<file path="src/hdl/tlcr_pkg.sv">
// Shared types and constants of the text line character rasterizer.
package tlcr_pkg;

    // Configuration port geometry.
    localparam int PADDR_W = 4;
    localparam int PDATA_W = 32;

    // Pixels and characters of one output word.
    localparam int CHARS_PER_WORD = 4;
    localparam int BYTE_W         = 8;
    localparam int WORD_W         = CHARS_PER_WORD * BYTE_W;

    // Saturation point of the word position counter.
    localparam logic [7:0] WORD_POS_MAX = 8'hFF;

    // Register reset values.
    localparam logic [7:0] FIRST_CHAR_RST     = 8'd32;
    localparam logic [9:0] CHARS_PER_LINE_RST = 10'd80;
    localparam logic [7:0] GFX_START_RST      = 8'd0;
    localparam logic [7:0] GFX_LEN_RST        = 8'd0;

    // Register indexes on the configuration port.
    typedef enum logic [1:0] {
        REG_FIRST_CHAR     = 2'd0,
        REG_CHARS_PER_LINE = 2'd1,
        REG_GFX_START_WORD = 2'd2,
        REG_GFX_LEN_WORDS  = 2'd3
    } reg_idx_t;

    // Item kinds.
    typedef enum logic {
        ACT_FONT_WRITE = 1'b0,
        ACT_RASTER     = 1'b1
    } action_t;

    // Input transaction payload.
    typedef struct packed {
        logic        action;
        logic [11:0] font_addr;
        logic [7:0]  font_byte;
        logic        line_start;
        logic [3:0]  glyph_row;
        logic [7:0]  char0;
        logic [7:0]  char1;
        logic [7:0]  char2;
        logic [7:0]  char3;
        logic        graphics_on;
        logic [31:0] graphics_word;
    } req_t;

    // Output transaction payload.
    typedef struct packed {
        logic [31:0] pixel_word;
        logic        last_word;
    } rsp_t;

    // Configuration register set.
    typedef struct packed {
        logic [7:0] first_char;
        logic [9:0] chars_per_line;
        logic [7:0] gfx_start_word;
        logic [7:0] gfx_len_words;
    } cfg_t;

    // Per-word control carried alongside the font read.
    typedef struct packed {
        logic [31:0] gfx_word;
        logic [2:0]  keep;
        logic        last;
    } ctl_t;

endpackage

</file>
<file path="src/hdl/tlcr_cfg.sv">
// APB-style configuration registers of the rasterizer.
module tlcr_cfg (
    input  logic                         clk,
    input  logic                         rst_n,
    input  logic                         psel,
    input  logic                         penable,
    input  logic                         pwrite,
    input  logic [tlcr_pkg::PADDR_W-1:0] paddr,
    input  logic [tlcr_pkg::PDATA_W-1:0] pwdata,
    output logic [tlcr_pkg::PDATA_W-1:0] prdata,
    output logic                         pready,
    output tlcr_pkg::cfg_t               cfg
);

    import tlcr_pkg::*;

    cfg_t     cfg_reg;
    cfg_t     cfg_next;
    reg_idx_t idx;
    logic     wr_en;

    assign idx    = reg_idx_t'(paddr[3:2]);
    assign wr_en  = psel && penable && pwrite;
    assign pready = 1'b1;

    // Register write decode.
    always_comb
    begin
        cfg_next = cfg_reg;
        if (wr_en)
        begin
            unique case (idx)
                REG_FIRST_CHAR:     cfg_next.first_char     = pwdata[7:0];
                REG_CHARS_PER_LINE: cfg_next.chars_per_line = pwdata[9:0];
                REG_GFX_START_WORD: cfg_next.gfx_start_word = pwdata[7:0];
                REG_GFX_LEN_WORDS:  cfg_next.gfx_len_words  = pwdata[7:0];
                default:            cfg_next = cfg_reg;
            endcase
        end
    end

    always_ff @(posedge clk or negedge rst_n)
    begin
        if (!rst_n)
        begin
            cfg_reg.first_char     <= FIRST_CHAR_RST;
            cfg_reg.chars_per_line <= CHARS_PER_LINE_RST;
            cfg_reg.gfx_start_word <= GFX_START_RST;
            cfg_reg.gfx_len_words  <= GFX_LEN_RST;
        end
        else
        begin
            cfg_reg <= cfg_next;
        end
    end

    // Register read mux.
    always_comb
    begin
        unique case (idx)
            REG_FIRST_CHAR:     prdata = PDATA_W'(cfg_reg.first_char);
            REG_CHARS_PER_LINE: prdata = PDATA_W'(cfg_reg.chars_per_line);
            REG_GFX_START_WORD: prdata = PDATA_W'(cfg_reg.gfx_start_word);
            REG_GFX_LEN_WORDS:  prdata = PDATA_W'(cfg_reg.gfx_len_words);
            default:            prdata = '0;
        endcase
    end

    assign cfg = cfg_reg;

endmodule

</file>
<file path="config.mk">
export PLATFORM = sky130hd
export DESIGN_NAME = tlcr_cfg
export DESIGN_NICKNAME = d
export VERILOG_FILES = /design/src/hdl/tlcr_pkg.sv /design/src/hdl/tlcr_cfg.sv
export SDC_FILE = /design/constraint.sdc
export NUM_CORES = 1
export LEC_CHECK = 0
export BUFFER_PORTS_ARGS = -buffer_cell sky130_fd_sc_hd__buf_2
export CAP_MARGIN = 0
export CORE_UTILIZATION = 39
export DETAILED_ROUTE_END_ITERATION = 10
export GPL_TIMING_DRIVEN = 0
export PLACE_DENSITY = 0.88
export RECOVER_POWER = 50
export SYNTH_ARGS = -nofsm -noshare
export SYNTH_HDL_FRONTEND = slang
export SYNTH_SLANG_ARGS = --single-unit
</file>
<file path="constraint.sdc">
create_clock -name clk -period 1 [get_ports clk]
set_input_delay 0.2 -clock clk [delete_from_list [all_inputs] [get_ports clk]]
set_output_delay 0.2 -clock clk [all_outputs]
set_load 0.01 [all_outputs]
</file>
==> impl_metrics.tcl, run 1 <==
set metrics [dict create \
    status "finished, violations left" \
    violations "negative setup slack" \
    clk_path_buf_depth 2 \
    die_h_um 69.76 \
    critPathMaxStageDelay_ns 0.50 \
    grt_pass1_vias 1366 \
    synth_xor_area_frac 0 \
    layout-drive-gt1-share 0.7623 \
    path_buf_inv 1 \
    cts_root_buf "clkbuf_8" \
    syn_to_final_growth_pct 72.89 \
    synthSimpleGateAreaFrac 0.03424 \
    yosys_register_bits 34 \
    synth_fa_ha_area_frac 0 \
    ios 108 \
    synth-main-ff-cell "dfrtp_1" \
    start_util 0.4084 \
    end_kind "output pin" \
    place.detailed.hpwl_mm 2.690 \
    tightest_slew_ns 0.8690 \
    synthTopCellsByCount "dfrtp_1 (31), buf_4 (23), mux2_2 (18), mux2_4 (16), mux4_1 (8)" \
    instances_no_fill 296 \
    crit_cells 2 \
    dr.max_layer_used "met4" \
    netlist_top_cells_area "dfrtp_1 (43%), mux2_4 (13%), mux4_1 (12%), mux2_2 (11%), buf_4 (9.6%)" \
    p_leak_nw 1.597 \
    worstSetupStartpoint "cfg[1]" \
    dr.pass1.iters 4 \
    cp.required_ns 0.80 \
    routed-wl-met3_um 285 \
    postPlaceCellArea_um2 2270 \
    cts_tree "yes" \
    synth_top_area_cell "dfrtp_1" \
    overflow 0 \
    worst_path_max_delay_cell "mux4_2" \
    r2r-start "cfg[0]" \
    ys_warn_count 0 \
    holdWs_ns 0.02374 \
    final_core_util 0.7061 \
    drt-total-wl_mm 4.992 \
    fin_skew_ns 0 \
    hold_buffers 0 \
    final.period_utilization 1.517 \
    rows 24 \
    numPortBuffers 60 \
    grt_usage 0.2067 \
    wire_per_inst_um 16.86 \
    worst_hold_path_type "input port to async pin" \
    hold_violations 0 \
    path_class "flop to output pin" \
    synth_top_family_by_area "multiplexers" \
    min_period_ns 1.517 \
    drv_slew 0 \
    grt_max_degree 35 \
    design_area_um2 3095 \
    grt_pass1_wl_mm 7.596 \
    clk_latency_ns 0.28 \
    synth_edf_count 0 \
    h-tree-depth 2 \
    wirelength_met1_mm 2.148 \
    synth.most_common_cell "dfrtp_1" \
    path_max_fanout 2 \
    yosysTopAreaCellShare 0.4333 \
    setup_viol 53 \
    grt_setup_unrepaired "true" \
    gp_congestion 0.6708 \
    setup_ws_ns -0.5169 \
    clock_sinks 34 \
    synth_area_um2 1790 \
    largest_reg_flops 34 \
    crit_path_cell_trace "mux4_2 -> buf_6" \
    grt_antenna_before_repair 0 \
    cts_made_buffers 5 \
    critPathArrivalTime_ns 1.32 \
    cellPowerDensity_nw_per_um2 1920 \
    synthMuxAreaShare 0.3648 \
    antenna_cells 0 \
    num_vias 1348 \
    avgSynthCellArea_um2 15.71 \
    die_x_um 69.76 \
    rr_worst_depth 3 \
    timing.fmax_mhz 659.2 \
    ir_drop_mv 1.206 \
    dieArea_um2 4866 \
    synth_compound_area_frac 0 \
    postRouteAntennaNets 0 \
    cts.clk_slew.worst_paths_ns 0.07 \
    maxCapViolCount 0 \
    core_area_um2 4384 \
    async_flop_share 1.000 \
    power_mw 5.945 \
    synth_seq_area_share 0.4773 \
    vias_per_cell 4.554 \
    place_inst 247 \
    wl_met2_mm 2.535 \
    crit_path_start_kind "flop" \
    crit_family "multiplexers" \
    postSynthCellCount 114 \
    nets 284 \
    max-slew-margin-rel 0.4207 \
    drt_iter0_drc 30 \
    ys_types 17 \
    drc 0 \
]
[what timing repair did]
action | in CTS | in global routing
endpoints found under the setup margin | 70 | 61
buffers inserted | 32 | 15
resized for setup | 77 | 21
pin swaps | 2 | 2
[report_power, final]
group / switching [mW] / internal (mW) / leakage (nW) / total [mW]
logic: 0.922 / 1.89 / 1.13 / 2.82
clock network: 0.477 / 0.695 / 0.0575 / 1.17
registers: 0.238 / 1.72 / 0.412 / 1.96
[logic make-up (layout without fill, tap and decap cells)]
logic type | after synthesis | count (layout)
other | 2 | 23
muxes | 42 | 42
DFF | 34 | 34
buffers and inverters | 28 | 137
and+or+nand+nor | 8 | 8
[worst reg2reg max path: stages, from the launching register on]
cell and delay, ns:
dfrtp_1 0.40, buf_6 0.12, buf_6 0.11, mux2_4 0.25
[final timing paths]
check | endpoint | slack (ns)
setup / recovery | prdata[1] | -0.52
hold / removal | cfg[27] | 0.02
setup reg to reg | cfg[0] | 0.01
hold reg to reg | cfg[11] | 0.55
max in group asynchronous | cfg[12] | 0.44
min in group clk | cfg[25] | 0.15
[layout by cell type, fill, tap and decap left out, types with 2 or more instances in the layout]
cell | Yosys | layout
mux2_2 | 18 | 7
dfrtp_1 | 31 | 31
buf_12 | 0 | 3
buf_4 | 23 | 30
mux2_4 | 16 | 27
buf_2 | 0 | 19
conb_1 | 2 | 23
clkbuf_8 | 0 | 8
mux4_2 | 0 | 8
dfstp_2 | 3 | 3
buf_6 | 3 | 73
nor3b_2 | 0 | 2
[routing by layer]
layer	track usage	up-vias
li1	-	616
met5	0	-
met4	0.04000	0
met2	0.3366	58
met1	0.2722	670
met3	0.06831	4
[per-stage QoR]
| stage | setup TNS (ns) | setup slack, ns |
|---|---|---|
| after CTS | -8.705 | -0.5090 |
| after floorplan | -6.261 | -0.2310 |
| after detailed placement | -20.26 | -0.6028 |
| after global placement | -19.95 | -0.6224 |
| after global routing | -10.51 | -0.5541 |
| final | -8.789 | -0.5169 |
[layout make-up]
| class | instances | area [µm²] |
|---|---|---|
| well taps | 52 | 65.06 |
| flip-flops and latches | 34 | 854.6 |
| plain buffers | 26 | 211.5 |
| inverters | 1 | 3.754 |
| repair buffers | 102 | 1018 |
| fillers | 281 | 1289 |
| multi-input cells | 73 | 832.0 |
| clock buffers | 8 | 110.1 |
Power figures use the tool's default switching activity.
==> run 2, diff against run 1 <==
--- a/config.mk
+++ b/config.mk
@@ -5,7 +5,7 @@
 export SDC_FILE = /design/constraint.sdc
 export NUM_CORES = 1
 export LEC_CHECK = 0
-export BUFFER_PORTS_ARGS = -buffer_cell sky130_fd_sc_hd__buf_2
+export BUFFER_PORTS_ARGS = -buffer_cell sky130_fd_sc_hd__buf_4
 export CAP_MARGIN = 0
 export CORE_UTILIZATION = 39
 export DETAILED_ROUTE_END_ITERATION = 10
==> run 2 against run 1 <==
  * The run still ends with negative setup slack left
  * Non-clock buffer count increased by 11
  * Routed wire length increased by 2.9%
  * Combinational power is 7.8% higher
  * Sequential share of layout area down 1.2 points
  * First-iteration DRC count rose by 83%
  * Cell count up 3.7%
  * Critical endpoint is now prdata[0]
  * Sequential power about the same
  * Critical path type unchanged
  * Register-to-register slack lost 0.12 ns
  * Critical path depth is the same
  * Largest cell class unchanged
==> impl_metrics.tcl, run 2 (synthesis results as in run 1) <==
set metrics [dict create \
    die_h_um 69.76 \
    path_max_fanout 3 \
    grt_use_met1 0.2729 \
    core_area_um2 4384 \
    largest_reg_flops 34 \
    gp_congestion 0.6583 \
    dr.pass1.iters 4 \
    status "finished, violations left" \
    num_vias 1400 \
    die_x_um 69.76 \
    critPathArrivalTime_ns 1.31 \
    dieArea_um2 4866 \
    seq_area_um2 854.6 \
    grt_antenna_before_repair 0 \
    ir_drop_mv 1.161 \
    drt-total-wl_mm 5.138 \
    grt_use_met3 0.04942 \
    cts.clk_slew.worst_paths_ns 0.07 \
    maxCapViolCount 0 \
    h-tree-depth 2 \
    num-fill-cells 296 \
    postPlaceCellArea_um2 2420 \
    multi_input_area_um2 820.8 \
    drv_slew 0 \
    pre_cts_slack_ns -0.5974 \
    cellPowerDensity_nw_per_um2 1839 \
    worst_hold_path_type "input port to flop" \
    cts_root_buf "clkbuf_8" \
    ios 108 \
    place.detailed.hpwl_mm 2.711 \
    worst_path_max_delay_cell "mux4_2" \
    end_kind "output pin" \
    vias_per_cell 4.560 \
    grt_pass1_wl_mm 7.907 \
    timing.fmax_mhz 664.3 \
    crit_path_cell_trace "mux4_2 -> buf_6" \
    grt_setup_unrepaired "true" \
    clk_latency_ns 0.28 \
    grt_most_used_layer "met2" \
    p_leak_nw 1.655 \
    final.period_utilization 1.505 \
    design_area_um2 3233 \
    antenna_cells 0 \
    clk_path_buf_depth 2 \
    drt_iter0_drc 55 \
    setup_viol 60 \
    rrSetupSlack_ns -0.11 \
    drc 0 \
    holdWs_ns 0.1588 \
    cts_made_buffers 5 \
    grt_usage 0.2120 \
    grt_use_met2 0.3528 \
    start_util 0.4084 \
    wire_per_inst_um 16.74 \
    crit_path_start_kind "flop" \
    mostFrequentLayoutCells "buf_6 (76), buf_4 (54), dfrtp_1 (31)" \
    path_class "flop to output pin" \
    mostFrequentLayoutCell "buf_6" \
    grt_pass1_vias 1466 \
    hold_violations 0 \
    final_core_util 0.7374 \
    postRouteAntennaNets 0 \
    grt_max_degree 35 \
    critPathMaxStageDelay_ns 0.48 \
    cts_tree "yes" \
    numPortBuffers 60 \
    clock_sinks 34 \
    violations "negative setup slack" \
    layout-drive-gt1-share 0.7569 \
    syn_to_final_growth_pct 80.57 \
    min_period_ns 1.505 \
    cp.required_ns 0.80 \
    nets 295 \
    setup_ws_ns -0.5055 \
    rows 24 \
    overflow 0 \
    fin_skew_ns 0 \
]
-- run 2: cell count changes in the layout (fill, tap and decap cells not counted) --
cell	previous run	this run
buf_12	3	4
buf_16	0	1
buf_2	19	0
buf_4	30	54
buf_6	73	76
clkbuf_1	0	3
clkbuf_2	1	0
clkbuf_4	1	2
clkbuf_8	8	5
dlygate4sd3_1	0	1
mux2_2	7	10
mux2_4	27	24
-- run 2: area by class of cell --
class / instances / share of cell area
Buffer: 26 / 0.06540
Clock buffer: 8 / 0.02477
Inverter: 1 / 0.001161
Multi-Input combinational cell: 73 / 0.2539
Sequential cell: 34 / 0.2643
Tap cell: 52 / 0.02012
Timing Repair Buffer: 113 / 0.3704
-- run 2: where the power goes --
| part | switching [mW] | internal [mW] | leakage, nW |
|---|---|---|---|
| clock | 0.447 | 0.494 | 0.0395 |
| combinational | 0.967 | 2.07 | 1.20 |
| sequential | 0.245 | 1.72 | 0.412 |
| total | 1.66 | 4.29 | 1.65 |
-- run 2: worst max-delay path: cells and delay by family, from the launching register on --
family                 cells  cell delay (ns)
buffers and inverters      1             0.14
flip-flops                 1             0.41
multiplexers               1             0.48
-- run 2: path summary, 6_finish.rpt --
kind	start	endpoint	depth (start not counted)
setup reg to reg	cfg[1]	cfg[1]	4
hold / removal	pwdata[8]	cfg[24]	2
hold reg to reg	cfg[8]	cfg[8]	1
setup / recovery	cfg[8]	prdata[0]	2
max in group asynchronous	rst_n	cfg[20]	2
min in group asynchronous	rst_n	cfg[33]	2
-- run 2: metrics by stage --
step	std cells	TNS, ns	power [mW]
final	307	-9.603	5.945
after global routing	307	-11.30	6.230
after CTS	292	-8.824	5.662
after detailed placement	247	-19.51	3.717
after global placement	247	-18.90	3.662
after floorplan	135	-6.261	2.849
-- run 2: timing repair --
action	CTS	global route
cloned	1	0
setup endpoints to repair	70	72
pin swaps	2	3
hold buffers	1	0
buffers inserted	36	21
gates resized for setup	83	18
endpoints found under the hold margin	31	0
-- run 2: metal layers --
layer	share of wire	vias to the layer above
li1	-	636
met4	0.017	0
met1	0.42	689
met2	0.51	63
met3	0.054	12
met5	0	-
==> run 3, diff against run 2 <==
--- a/config.mk
+++ b/config.mk
@@ -12,6 +12,7 @@
 export GPL_TIMING_DRIVEN = 0
 export PLACE_DENSITY = 0.88
 export RECOVER_POWER = 50
+export SKIP_LAST_GASP = 1
 export SYNTH_ARGS = -nofsm -noshare
 export SYNTH_HDL_FRONTEND = slang
 export SYNTH_SLANG_ARGS = --single-unit
==> run 3 against run 2 <==
  * Via count decreased by 0.43%
  * Critical path depth unchanged
  * Hold slack improved by 0.0017 ns
  * Highest routed layer unchanged
  * Maximum frequency increased by 0.59%
  * The run still ends with negative setup slack left
==> impl_metrics.tcl, run 3 (synthesis results as in run 1) <==
set metrics [dict create \
    status "finished, violations left" \
    violations "negative setup slack" \
    min_period_ns 1.497 \
    final.period_utilization 1.497 \
    grt_antenna_before_repair 0 \
    cts.clk_slew.worst_paths_ns 0.07 \
    path_max_fanout 3 \
    die_h_um 69.76 \
    timing.fmax_mhz 668.1 \
    postRouteAntennaNets 0 \
    p_leak_nw 1.640 \
    nets 295 \
    drt_iter0_drc 40 \
    crit_path_start_kind "flop" \
    instances_no_fill 307 \
    worst_hold_path_type "input port to flop" \
    pre_cts_slack_ns -0.5974 \
    cts_root_buf "clkbuf_8" \
    core_area_um2 4384 \
    postPlaceCellArea_um2 2420 \
    holdWs_ns 0.1605 \
    h-tree-depth 2 \
    dieArea_um2 4866 \
    fin_skew_ns 0 \
    setup_viol 61 \
    clock_sinks 34 \
    rows 24 \
    maxCapViolCount 0 \
    gp_congestion 0.6583 \
    die_x_um 69.76 \
    grt_pass1_vias 1386 \
    vias_per_cell 4.541 \
    grt_pass1_wl_mm 7.534 \
    antenna_cells 0 \
    largest_reg_flops 34 \
    place_inst 247 \
    drc 0 \
    start_util 0.4084 \
    cellPowerDensity_nw_per_um2 1843 \
    seq_area_um2 854.6 \
    grt_setup_unrepaired "true" \
    ios 108 \
    syn_to_final_growth_pct 78.34 \
    numPortBuffers 60 \
    num_vias 1394 \
    overflow 0 \
    multi_input_area_um2 822.0 \
    end_kind "output pin" \
    clk_path_buf_depth 2 \
    clk_latency_ns 0.28 \
    cp.required_ns 0.80 \
    power_mw 5.885 \
    critPathArrivalTime_ns 1.30 \
    path_class "flop to output pin" \
    num-fill-cells 299 \
    drt-total-wl_mm 5.130 \
    place.detailed.hpwl_mm 2.711 \
    grt_usage 0.2021 \
    dr.pass1.iters 4 \
    drv_slew 0 \
    cts_made_buffers 5 \
    wire_per_inst_um 16.71 \
    layout-drive-gt1-share 0.7608 \
    design_area_um2 3193 \
    hold_violations 0 \
    ir_drop_mv 1.165 \
    cts_tree "yes" \
    mostFrequentLayoutCells "buf_6 (65), buf_4 (65), dfrtp_1 (31)" \
    setup_ws_ns -0.4967 \
    grt_max_degree 35 \
]
run 3: cell counts in the layout (fill, tap and decap cells not counted):
No cell type changed its count.
run 3: area by class of cell:
cell class,instances,share of cell area
sequential,34,0.2676
multi-input combinational,73,0.2574
clock buffer,8,0.02508
buffer,26,0.06622
tap,52,0.02038
timing repair buffer,113,0.3621
inverter,1,0.001176
run 3: path summary, 6_finish.rpt:
kind                            from        end  slack (ns)  cells after the start
max                           cfg[8]  prdata[0]       -0.50                      2
min in group asynchronous      rst_n     cfg[6]        0.44                      2
max reg2reg                  cfg[28]    cfg[28]       -0.11                      4
max in group asynchronous      rst_n    cfg[20]        0.20                      2
min                        pwdata[8]    cfg[24]        0.16                      2
min reg2reg                  cfg[26]    cfg[26]        0.55                      1
run 3: metrics by stage:
stage / util / TNS (ns)
2_1_floorplan: - / -6.261
3_3_place_gp: 0.5519 / -18.90
3_5_place_dp: 0.5519 / -19.51
4_1_cts: 0.6818 / -9.300
5_1_grt: 0.7283 / -12.20
6_report: 0.7283 / -10.25
run 3: routing by layer:
layer | part of all wire | GRT usage | up-vias
li1 | - | - | 638
met1 | 0.43 | 0.2734 | 697
met2 | 0.51 | 0.3301 | 57
met3 | 0.054 | 0.04506 | 2
met4 | 0.0037 | 0.05333 | 0
met5 | 0 | 0 | -
run 3: timing repair:
action	in CTS	in global routing
pin swaps	2	5
endpoints found under the hold margin	31	0
setup buffers	36	20
gates resized for setup	64	25
cloned	1	0
endpoints found under the setup margin	70	77
hold buffers	1	0
run 3: worst max-delay path, stage by stage (launching register included):
cell     delay (ns)
dfrtp_1        0.41
mux4_2         0.48
buf_6          0.14
run 3: where the power goes:
group,internal [mW],total (mW),switching (mW),leakage [nW]
clock network,0.494,0.939,0.444,0.0395
registers,1.72,1.96,0.242,0.412
logic,2.03,2.98,0.956,1.19
