==> config.mk <==
export PLATFORM = sky130hd
export DESIGN_NAME = tlcr_seq
export DESIGN_NICKNAME = d
export VERILOG_FILES = /design/src/hdl/tlcr_pkg.sv /design/src/hdl/tlcr_seq.sv
export SDC_FILE = /design/constraint.sdc
export NUM_CORES = 1
export LEC_CHECK = 0
export BUFFER_PORTS_ARGS = -buffer_cell sky130_fd_sc_hd__buf_2
export CELL_PAD_IN_SITES_DETAIL_PLACEMENT = 0
export CELL_PAD_IN_SITES_GLOBAL_PLACEMENT = 2
export CORE_ASPECT_RATIO = 1.75
export CORE_MARGIN = 3
export CORE_UTILIZATION = 26
export DETAILED_ROUTE_END_ITERATION = 7
export GPL_TIMING_DRIVEN = 0
export PLACE_DENSITY = 0.94
export SLEW_MARGIN = 10
export SYNTH_ARGS = -nofsm -noshare
export SYNTH_HDL_FRONTEND = slang
export SYNTH_SLANG_ARGS = --single-unit
==> constraint.sdc <==
create_clock -name clk -period 6.1 [get_ports clk]
set_input_delay 0.305 -clock clk [delete_from_list [all_inputs] [get_ports clk]]
set_output_delay 0.305 -clock clk [all_outputs]
set_load 0.02 [all_outputs]
==> src/hdl/tlcr_pkg.sv <==
// Shared types and constants of the text line character rasterizer.
package tlcr_pkg;

    // Configuration port geometry.
    localparam int PADDR_W = 4;
    localparam int PDATA_W = 32;

    // Pixels and characters of one output word.
    localparam int CHARS_PER_WORD = 4;
    localparam int BYTE_W         = 8;
    localparam int WORD_W         = CHARS_PER_WORD * BYTE_W;

    // Saturation point of the word position counter.
    localparam logic [7:0] WORD_POS_MAX = 8'hFF;

    // Register reset values.
    localparam logic [7:0] FIRST_CHAR_RST     = 8'd32;
    localparam logic [9:0] CHARS_PER_LINE_RST = 10'd80;
    localparam logic [7:0] GFX_START_RST      = 8'd0;
    localparam logic [7:0] GFX_LEN_RST        = 8'd0;

    // Register indexes on the configuration port.
    typedef enum logic [1:0] {
        REG_FIRST_CHAR     = 2'd0,
        REG_CHARS_PER_LINE = 2'd1,
        REG_GFX_START_WORD = 2'd2,
        REG_GFX_LEN_WORDS  = 2'd3
    } reg_idx_t;

    // Item kinds.
    typedef enum logic {
        ACT_FONT_WRITE = 1'b0,
        ACT_RASTER     = 1'b1
    } action_t;

    // Input transaction payload.
    typedef struct packed {
        logic        action;
        logic [11:0] font_addr;
        logic [7:0]  font_byte;
        logic        line_start;
        logic [3:0]  glyph_row;
        logic [7:0]  char0;
        logic [7:0]  char1;
        logic [7:0]  char2;
        logic [7:0]  char3;
        logic        graphics_on;
        logic [31:0] graphics_word;
    } req_t;

    // Output transaction payload.
    typedef struct packed {
        logic [31:0] pixel_word;
        logic        last_word;
    } rsp_t;

    // Configuration register set.
    typedef struct packed {
        logic [7:0] first_char;
        logic [9:0] chars_per_line;
        logic [7:0] gfx_start_word;
        logic [7:0] gfx_len_words;
    } cfg_t;

    // Per-word control carried alongside the font read.
    typedef struct packed {
        logic [31:0] gfx_word;
        logic [2:0]  keep;
        logic        last;
    } ctl_t;

endpackage

==> src/hdl/tlcr_seq.sv <==
// Line sequencer: glyph address generation and the per-line word counters.
module tlcr_seq #(
    parameter int ROW_BITS    = 4,
    parameter int GLYPH_COUNT = 256
) (
    input  logic                clk,
    input  logic                rst_n,
    input  tlcr_pkg::cfg_t      cfg,
    input  tlcr_pkg::req_t      req,
    input  logic                step,
    output logic [tlcr_pkg::CHARS_PER_WORD-1:0][$clog2(GLYPH_COUNT)+ROW_BITS-1:0] rd_addr,
    output tlcr_pkg::ctl_t      ctl
);

    import tlcr_pkg::*;

    localparam int GB = $clog2(GLYPH_COUNT);

    // Character code modulo glyph count, worked out at elaboration.
    logic [GB-1:0] mod_tab [256];
    for (genvar i = 0; i < 256; i++)
    begin : g_mod
        assign mod_tab[i] = GB'(i % GLYPH_COUNT);
    end

    logic [CHARS_PER_WORD-1:0][7:0] codes;
    logic [GB-1:0]                  first_mod;
    logic [ROW_BITS-1:0]            row;

    assign codes     = {req.char3, req.char2, req.char1, req.char0};
    assign first_mod = mod_tab[cfg.first_char];
    assign row       = ROW_BITS'(req.glyph_row);

    // Glyph index per character: difference of residues, wrapped once.
    for (genvar c = 0; c < CHARS_PER_WORD; c++)
    begin : g_addr
        logic [GB:0]   diff;
        logic [GB-1:0] glyph;
        always_comb
        begin
            diff = {1'b0, mod_tab[codes[c]]} - {1'b0, first_mod};
            if (diff[GB])
            begin
                glyph = diff[GB-1:0] + GB'(GLYPH_COUNT);
            end
            else
            begin
                glyph = diff[GB-1:0];
            end
            rd_addr[c] = {glyph, row};
        end
    end

    logic [7:0] wp_reg, wp_next, wp_eff;
    logic [9:0] cr_reg, cr_next, cr_eff;
    logic [7:0] gr_reg, gr_next, gr_eff;
    logic       apply;
    logic       last;

    // Line counters: a line start reloads them, then each word advances them.
    always_comb
    begin
        if (req.line_start)
        begin
            wp_eff = '0;
            cr_eff = cfg.chars_per_line;
            gr_eff = req.graphics_on ? cfg.gfx_len_words : '0;
        end
        else
        begin
            wp_eff = wp_reg;
            cr_eff = cr_reg;
            gr_eff = gr_reg;
        end

        apply = (wp_eff >= cfg.gfx_start_word) && (gr_eff != '0);
        last  = (cr_eff <= 10'(CHARS_PER_WORD));

        ctl.gfx_word = apply ? req.graphics_word : '0;
        ctl.last     = last;
        ctl.keep     = last ? cr_eff[2:0] : 3'(CHARS_PER_WORD);

        wp_next = wp_reg;
        cr_next = cr_reg;
        gr_next = gr_reg;
        if (step)
        begin
            gr_next = gr_eff - 8'(apply);
            if (last)
            begin
                cr_next = '0;
                wp_next = wp_eff;
            end
            else
            begin
                cr_next = cr_eff - 10'(CHARS_PER_WORD);
                wp_next = (wp_eff != WORD_POS_MAX) ? wp_eff + 8'd1 : wp_eff;
            end
        end
    end

    always_ff @(posedge clk or negedge rst_n)
    begin
        if (!rst_n)
        begin
            wp_reg <= '0;
            cr_reg <= '0;
            gr_reg <= '0;
        end
        else
        begin
            wp_reg <= wp_next;
            cr_reg <= cr_next;
            gr_reg <= gr_next;
        end
    end

endmodule

==> metrics.txt, run 1 <==
# TYPE chip_impl_metric gauge
chip_impl_metric{name="total_switching_power",unit="W"} 0.000343
chip_impl_info{name="synthTopCellsByCount",value="sky130_fd_sc_hd__inv_1, sky130_fd_sc_hd__ha_1, sky130_fd_sc_hd__nor2_1"} 1
chip_impl_metric{name="fin_worst_skew",unit="ns"} 0.00327
chip_impl_metric{name="cts_hold_buffers",unit=""} 0
chip_impl_metric{name="clkPwrFrac",unit=""} 0.239
chip_impl_metric{name="core_region_area",unit="mm^2"} 0.0144
chip_impl_metric{name="worstMarginPinSlew",unit="ns"} 0.672
chip_impl_metric{name="width_of_the_chip",unit="um"} 97.6
chip_impl_metric{name="largest_reg_flops",unit=""} 10
chip_impl_metric{name="timing.critical_path.required",unit="ns"} 6.26
chip_impl_metric{name="placement_rows",unit=""} 58
chip_impl_metric{name="fin_worst_hold_slack",unit="ns"} 0.0514
chip_impl_info{name="tritoncts_clock_tree",value="done"} 1
chip_impl_metric{name="seq_power_share",unit=""} 0.268
chip_impl_metric{name="antenna_left",unit=""} 0
chip_impl_info{name="netlist_top_cells_area",value="sky130_fd_sc_hd__dfrtp_1, sky130_fd_sc_hd__ha_1, sky130_fd_sc_hd__and2_1"} 1
chip_impl_info{name="outcome",value="finished, final reports clean"} 1
chip_impl_metric{name="detailed_place_hpwl",unit="um"} 12200
chip_impl_metric{name="clk_pin_slew",unit="ns"} 0.07
chip_impl_metric{name="power",unit="W"} 0.000846
chip_impl_metric{name="synth_fp_nets",unit=""} 668
chip_impl_metric{name="final_min_period_over_clock_period",unit=""} 0.667
chip_impl_metric{name="cts_repair_resize_count",unit=""} 0
chip_impl_metric{name="cts-root-to-sink-buffers",unit=""} 2
chip_impl_metric{name="hold_violations_final",unit=""} 0
chip_impl_info{name="hold_path.class",value="in -> async"} 1
chip_impl_metric{name="max_slew_margin",unit=""} 0.548
chip_impl_info{name="worst-setup-path-type",value="in -> reg"} 1
chip_impl_metric{name="ioPinCount",unit=""} 212
chip_impl_metric{name="fraction_of_layout_cells_with_a_size_suffix_above_1",unit=""} 0.332
chip_impl_info{name="post-synth-top-count-cell",value="sky130_fd_sc_hd__inv_1"} 1
chip_impl_metric{name="route.detailed.vias_per_inst",unit=""} 4.95
chip_impl_metric{name="area_growth_syn_to_layout",unit="%"} 32.8
chip_impl_metric{name="htree_levels",unit=""} 1
chip_impl_metric{name="ys_warn_count",unit=""} 0
chip_impl_info{name="cts_root_buffer",value="sky130_fd_sc_hd__clkbuf_16"} 1
chip_impl_metric{name="grt_pass1_wl",unit="um"} 22200
chip_impl_metric{name="synth_area_per_cell",unit="um^2"} 7.69
chip_impl_metric{name="drv_cap",unit=""} 0
chip_impl_metric{name="drc",unit=""} 0
chip_impl_metric{name="die_span_y",unit="um"} 166
chip_impl_metric{name="share_of_synthesized_cell_area_in_and_or_nand_and_nor_gates",unit=""} 0.270
chip_impl_metric{name="grt_start_max_net_pins",unit=""} 27
chip_impl_metric{name="detail_route.first_pass.iterations",unit=""} 6
chip_impl_metric{name="period_needed",unit="ns"} 4.07
chip_impl_metric{name="yosysSeqAreaShare",unit=""} 0.171
chip_impl_metric{name="non_filler_instances",unit=""} 864
chip_impl_metric{name="final_nets",unit=""} 857
chip_impl_metric{name="initial_antenna_violation_count",unit=""} 4
chip_impl_metric{name="power.density_cell_area",unit="mW/mm^2"} 167
chip_impl_metric{name="gr-total-overflow",unit=""} 0
chip_impl_info{name="dominantRegCellSynth",value="sky130_fd_sc_hd__dfrtp_1"} 1
chip_impl_metric{name="complex_gate_fraction_of_the_synthesized_area",unit=""} 0.198
chip_impl_metric{name="n_antenna_cell",unit=""} 0
chip_impl_metric{name="cell_internal_pwr",unit="W"} 0.000503
chip_impl_metric{name="synth_largest_type_area_fraction",unit=""} 0.171
chip_impl_info{name="critical-path-slowest-cell",value="sky130_fd_sc_hd__a2111oi_1"} 1
chip_impl_metric{name="cts_buffers",unit=""} 3
chip_impl_metric{name="reg2regPathDepth",unit=""} 11
chip_impl_metric{name="clock.fmax",unit="MHz"} 246
chip_impl_metric{name="timing_max_transition_violations_final",unit=""} 0
chip_impl_metric{name="cts.sink_count",unit=""} 26
chip_impl_metric{name="setup_viol",unit=""} 0
chip_impl_metric{name="post_synth_xor_area_fraction",unit=""} 0.0620
chip_impl_info{name="endpoint_type_of_the_worst_setup_path",value="flip-flop"} 1
chip_impl_metric{name="numPortBuffers",unit=""} 184
chip_impl_metric{name="setup_tns_after_final_layout",unit="ns"} 0
chip_impl_info{name="synth_top_family_by_area",value="simple AND/OR/NAND/NOR gates"} 1
chip_impl_metric{name="drt-wirelength-per-cell",unit="um"} 16.4
chip_impl_metric{name="fp.dieArea",unit="mm^2"} 0.0162
chip_impl_metric{name="p_leak",unit="nW"} 2.63
chip_impl_metric{name="post_cts.repair.setup_buffers",unit=""} 0
chip_impl_info{name="worstSetupStartpointType",value="input port"} 1
chip_impl_metric{name="routed_wirelength",unit="um"} 14100
chip_impl_metric{name="critPathArrivalTime",unit="ns"} 4.23
chip_impl_metric{name="fill_cells",unit=""} 1592
chip_impl_metric{name="yosys-mux-area-fraction",unit=""} 0.0315
chip_impl_metric{name="crit_fanout",unit=""} 10
chip_impl_metric{name="power_switching_share",unit=""} 0.405
chip_impl_metric{name="postLayoutSetupSlackWorst",unit="ns"} 2.03
chip_impl_metric{name="number_of_enable_flip_flop_cells_after_synthesis",unit=""} 0
chip_impl_metric{name="via_count_of_the_first_global_routing_pass",unit=""} 4282
chip_impl_metric{name="synth_cells",unit=""} 496
chip_impl_metric{name="synth_area",unit="mm^2"} 0.00381
chip_impl_metric{name="power.combinational.fraction",unit=""} 0.493
chip_impl_metric{name="post-place-ws",unit="ns"} 1.75
chip_impl_metric{name="initial_core_util",unit=""} 0.265
chip_impl_metric{name="routed-via-count",unit=""} 4275
chip_impl_metric{name="clock_latency",unit="ns"} 0.27
chip_impl_metric{name="post_synth_num_cell_types",unit=""} 64
chip_impl_metric{name="detail_route.iter0.violations",unit=""} 122
chip_impl_metric{name="finalWeightedCongestion",unit=""} 0.879
chip_impl_metric{name="cp_slowest_stage_delay",unit="ns"} 0.64
chip_impl_info{name="yosys.area.top_type",value="sky130_fd_sc_hd__dfrtp_1"} 1
chip_impl_info{name="rsz_0062_raised_after_global_routing",value="false"} 1
chip_impl_metric{name="placedCellCount",unit=""} 860
chip_impl_metric{name="vdd.ir_drop.worst",unit="V"} 0.000115
chip_impl_metric{name="postSynth.asyncResetShare",unit=""} 1.00
chip_impl_metric{name="track_usage",unit=""} 0.167
chip_impl_metric{name="synth-adder-area-share",unit=""} 0.152
chip_impl_info{name="cp_cell_sequence",value="buf_2 > buf_6 > buf_6 > buf_2 > buf_2 > nor2b_1 > ha_1 > and3_1 > a2111oi_1 > a211oi_4 > buf_6 > ha_1 > ha_1 > o21ai_1 > a2111oi_0 > a2111o_1"} 1
chip_impl_metric{name="synth_register_bits",unit=""} 26
[through the flow]
step           area [um^2]  utilization
2_1_floorplan         3810            -
3_3_place_gp          4960        0.345
3_5_place_dp          4960        0.345
4_1_cts               5070        0.353
5_1_grt               5070        0.353
6_report              5070        0.353
[critical path: cells and delay by family]
kind,cells,cell delay [ns]
buffers and inverters,6,1.29
AND/OR/NAND/NOR,2,0.31
AO/OA/AOI/OAI,5,1.54
adder cells (fa/ha/maj),3,0.77
[power by group through the flow]
stage | registers (W) | logic, W | clock network (W)
floorplan | 0.000221 | 0.000280 | 0
global placement | 0.000229 | 0.000418 | 0
detailed placement | 0.000229 | 0.000421 | 0
CTS | 0.000226 | 0.000422 | 0.000203
global route | 0.000231 | 0.000464 | 0.000209
finish | 0.000227 | 0.000418 | 0.000202
[metal layers]
layer | global-route usage | up-vias | part of all wire
met5 | 0 | - | 0.0043
met4 | 0.0524 | 8 | 0.024
met3 | 0.0437 | 27 | 0.089
met2 | 0.310 | 215 | 0.51
met1 | 0.181 | 1923 | 0.37
li1 | - | 2102 | -
[kinds of logic (layout without fill, tap and decap cells)]
| logic type | count (synthesis) | after routing |
|---|---|---|
| AND/OR/NAND/NOR | 193 | 193 |
| AO/OA/AOI/OAI | 106 | 106 |
| buffers and inverters | 88 | 276 |
| XOR/XNOR | 27 | 27 |
| multiplexers | 12 | 12 |
| adder cells (fa/ha/maj) | 44 | 44 |
| flip-flops | 26 | 26 |
[path summary, 6_finish.rpt]
check / slack [ns] / startpoint / endpoint
setup / recovery: 2.03 / req[69] / gr_reg[6]
setup reg to reg: 2.66 / wp_reg[5] / gr_reg[6]
hold reg to reg: 0.52 / cr_reg[2] / cr_reg[2]
min in group clk: 0.32 / cfg[16] / cr_reg[0]
max in group asynchronous: 5.60 / rst_n / wp_reg[1]
hold / removal: 0.05 / rst_n / gr_reg[6]
[final cells by class]
| class | count | area, um^2 | area share |
|---|---|---|---|
| buffer | 38 | 255 | 0.0504 |
| multi-input combinational | 382 | 2720 | 0.537 |
| inverter | 50 | 188 | 0.0370 |
| clock buffer | 3 | 75.1 | 0.0148 |
| sequential | 26 | 651 | 0.128 |
| clock inverter | 1 | 30.0 | 0.00593 |
| tap | 180 | 225 | 0.0445 |
| timing repair buffer | 184 | 921 | 0.182 |
[cell usage in the layout, fill, tap and decap left out, types with 14 or more instances in the layout]
master	n
sky130_fd_sc_hd__a21oi_1	14
sky130_fd_sc_hd__and2_1	34
sky130_fd_sc_hd__buf_2	190
sky130_fd_sc_hd__buf_4	18
sky130_fd_sc_hd__dfrtp_1	26
sky130_fd_sc_hd__ha_1	40
sky130_fd_sc_hd__inv_1	47
sky130_fd_sc_hd__nand2_1	30
sky130_fd_sc_hd__nand3_1	21
sky130_fd_sc_hd__nor2_1	40
sky130_fd_sc_hd__nor2b_1	19
sky130_fd_sc_hd__xnor2_1	24
(Power assumes the default switching activity.)
==> inputs of run 2 (changes only) <==
- CORE_UTILIZATION: 26 -> 21
- PLACE_DENSITY: 0.94 -> 0.82
- clock period: 6.1 -> 3.35 ns (I/O delays scaled with it)
==> run 2 against run 1 <==
Sequential share of layout area decreased by 0.34 points. Combinational power increased by 84%. Critical path depth decreased by 2. Final cell count increased by 6.6%. Worst hold slack improved by 0.13 ns. Setup slack got worse by 1.8 ns. Power increased by 83%. Clock power increased by 84%. Die area increased by 23%. First-iteration DRC count decreased by 19%. Non-clock buffer count increased by 3.
==> metrics.txt, run 2 (same netlist as run 1, synthesis figures left out) <==
# TYPE chip_impl_metric gauge
chip_impl_info{name="outcome",value="finished, final reports clean"} 1
chip_impl_metric{name="final_min_period_over_clock_period",unit=""} 0.945
chip_impl_metric{name="cts_buffers",unit=""} 3
chip_impl_metric{name="width_of_the_chip",unit="um"} 108
chip_impl_info{name="endpoint_type_of_the_worst_setup_path",value="output pin"} 1
chip_impl_metric{name="numPortBuffers",unit=""} 184
chip_impl_metric{name="hold_violations_final",unit=""} 0
chip_impl_info{name="cts_root_buffer",value="sky130_fd_sc_hd__clkbuf_16"} 1
chip_impl_metric{name="via_count_of_the_first_global_routing_pass",unit=""} 4296
chip_impl_metric{name="cts-root-to-sink-buffers",unit=""} 2
chip_impl_metric{name="post-route-cell-area",unit="mm^2"} 0.00520
chip_impl_metric{name="finalWeightedCongestion",unit=""} 0.831
chip_impl_metric{name="clk_pin_slew",unit="ns"} 0.07
chip_impl_metric{name="cts.sink_count",unit=""} 26
chip_impl_metric{name="placedCellCount",unit=""} 911
chip_impl_metric{name="final_nets",unit=""} 860
chip_impl_metric{name="core_region_area",unit="mm^2"} 0.0177
chip_impl_metric{name="drt-wirelength-per-cell",unit="um"} 15.5
chip_impl_metric{name="placement_rows",unit=""} 64
chip_impl_metric{name="drv_cap",unit=""} 0
chip_impl_metric{name="cell_internal_pwr",unit="W"} 0.000922
chip_impl_metric{name="fp.dieArea",unit="mm^2"} 0.0199
chip_impl_info{name="worstSetupStartpointType",value="input port"} 1
chip_impl_metric{name="track_usage",unit=""} 0.139
chip_impl_metric{name="total_switching_power",unit="W"} 0.000630
chip_impl_metric{name="power.combinational.fraction",unit=""} 0.495
chip_impl_metric{name="max_slew_margin",unit=""} 0.526
chip_impl_metric{name="placed_standard_cell_area",unit="mm^2"} 0.00502
chip_impl_metric{name="gr-total-overflow",unit=""} 0
chip_impl_metric{name="clock_latency",unit="ns"} 0.28
chip_impl_metric{name="vdd.ir_drop.worst",unit="V"} 0.000216
chip_impl_metric{name="htree_levels",unit=""} 1
chip_impl_metric{name="largest_reg_flops",unit=""} 10
chip_impl_metric{name="routed_wirelength",unit="um"} 14300
chip_impl_info{name="hold_path.class",value="in -> reg"} 1
chip_impl_info{name="mostFrequentLayoutCells",value="sky130_fd_sc_hd__buf_2, sky130_fd_sc_hd__inv_1, sky130_fd_sc_hd__nor2_1"} 1
chip_impl_metric{name="detail_route.first_pass.iterations",unit=""} 4
chip_impl_metric{name="antenna_left",unit=""} 0
chip_impl_metric{name="timing_max_transition_violations_final",unit=""} 0
chip_impl_info{name="worst-setup-path-type",value="in -> out"} 1
chip_impl_metric{name="timing.critical_path.required",unit="ns"} 3.18
chip_impl_metric{name="fill_cells",unit=""} 2007
chip_impl_metric{name="route.detailed.vias_per_inst",unit=""} 4.61
chip_impl_metric{name="grt_pass1_wl",unit="um"} 21700
chip_impl_metric{name="die_span_y",unit="um"} 184
chip_impl_metric{name="worstMarginPinSlew",unit="ns"} 0.705
chip_impl_metric{name="fin_worst_skew",unit="ns"} 0.00436
chip_impl_metric{name="routed-via-count",unit=""} 4244
chip_impl_metric{name="critPathArrivalTime",unit="ns"} 3.00
chip_impl_metric{name="area_growth_syn_to_layout",unit="%"} 36.4
chip_impl_metric{name="fin_worst_hold_slack",unit="ns"} 0.177
chip_impl_metric{name="initial_antenna_violation_count",unit=""} 3
chip_impl_metric{name="initial_core_util",unit=""} 0.216
chip_impl_metric{name="crit_fanout",unit=""} 10
chip_impl_metric{name="power_switching_share",unit=""} 0.406
chip_impl_metric{name="period_needed",unit="ns"} 3.16
chip_impl_metric{name="grt_start_max_net_pins",unit=""} 27
chip_impl_info{name="layout.cells.most_common",value="sky130_fd_sc_hd__buf_2"} 1
chip_impl_metric{name="detailed_place_hpwl",unit="um"} 12300
chip_impl_info{name="tritoncts_clock_tree",value="done"} 1
chip_impl_metric{name="fraction_of_layout_cells_with_a_size_suffix_above_1",unit=""} 0.344
chip_impl_metric{name="non_filler_instances",unit=""} 921
chip_impl_metric{name="seq_power_share",unit=""} 0.265
chip_impl_metric{name="power.density_cell_area",unit="mW/mm^2"} 298
chip_impl_metric{name="clkPwrFrac",unit=""} 0.239
chip_impl_metric{name="clock.fmax",unit="MHz"} 316
chip_impl_info{name="rsz_0062_raised_after_global_routing",value="false"} 1
chip_impl_metric{name="ioPinCount",unit=""} 212
chip_impl_metric{name="setup_viol",unit=""} 0
chip_impl_metric{name="drc",unit=""} 0
chip_impl_metric{name="p_leak",unit="nW"} 2.65
chip_impl_metric{name="detail_route.iter0.violations",unit=""} 99
[run 2: cell types whose count changed in the layout (fill, tap and decap cells not counted), sizes merged]
| cell | previous run | this run |
|---|---|---|
| dlygate4sd3 | 0 | 1 |
| buf | 214 | 216 |
| diode | 0 | 3 |
[run 2: area by class of cell]
class / count / area [um^2] / share of cell area
inverter: 50 / 188 / 0.0361
clock buffer: 3 / 75.1 / 0.0144
buffer: 37 / 264 / 0.0507
sequential: 26 / 651 / 0.125
tap: 231 / 289 / 0.0555
multi-input combinational: 382 / 2750 / 0.527
antenna: 3 / 7.51 / 0.00144
clock inverter: 1 / 30.0 / 0.00577
timing repair buffer: 188 / 956 / 0.184
[run 2: stage by stage]
step / utilization / power (W) / setup slack, ns / setup TNS [ns]
6_report: 0.294 / 0.00155 / 0.186 / 0
5_1_grt: 0.294 / 0.00166 / 0.0225 / 0
4_1_cts: 0.292 / 0.00156 / 0.0447 / 0
3_5_place_dp: 0.284 / 0.00119 / -0.921 / -6.31
3_3_place_gp: 0.284 / 0.00118 / -0.966 / -7.66
2_1_floorplan: - / 0.000912 / 0.0278 / 0
[run 2: final timing paths]
kind,to,slack [ns],from,depth (start not counted)
setup / recovery,ctl[0],0.19,req[69],14
hold / removal,cr_reg[0],0.18,cfg[16],2
setup reg to reg,gr_reg[6],0.35,wp_reg[5],11
hold reg to reg,cr_reg[3],0.50,cr_reg[3],2
max in group asynchronous,wp_reg[2],2.45,rst_n,2
min in group asynchronous,cr_reg[5],0.46,rst_n,2
[run 2: power groups by stage]
stage | Combinational [W] | Sequential (W) | Clock [W]
floorplan | 0.000510 | 0.000402 | 0
global placement | 0.000767 | 0.000418 | 0
detailed placement | 0.000770 | 0.000417 | 0
CTS | 0.000777 | 0.000411 | 0.000376
global route | 0.000854 | 0.000421 | 0.000386
finish | 0.000769 | 0.000412 | 0.000372
[run 2: routing by layer]
metal	GRT usage	vias to the layer above	routed length, um	share of wire
met1	0.133	1949	4990	0.35
met4	0.0410	2	218	0.015
met2	0.289	174	7950	0.56
met3	0.0249	13	1100	0.077
li1	-	2106	-	-
met5	0	-	9	0.00063
[run 2: timing repair]
action,CTS,global route
resized for setup,8,3
pin swaps,1,2
hold buffers,1,0
endpoints found under the hold margin,26,0
buffers inserted,1,2
endpoints found under the setup margin,39,7
[run 2: worst max-delay path, stage by stage]
cell                       delay [ns]
sky130_fd_sc_hd__clkbuf_4        0.19
sky130_fd_sc_hd__buf_6           0.16
sky130_fd_sc_hd__buf_6           0.16
sky130_fd_sc_hd__buf_6           0.17
sky130_fd_sc_hd__buf_2           0.30
sky130_fd_sc_hd__mux2i_2         0.33
sky130_fd_sc_hd__ha_1            0.40
sky130_fd_sc_hd__a311oi_1        0.07
sky130_fd_sc_hd__or2_1           0.23
sky130_fd_sc_hd__buf_2           0.15
sky130_fd_sc_hd__inv_2           0.16
sky130_fd_sc_hd__buf_4           0.22
sky130_fd_sc_hd__buf_4           0.12
sky130_fd_sc_hd__buf_2           0.15
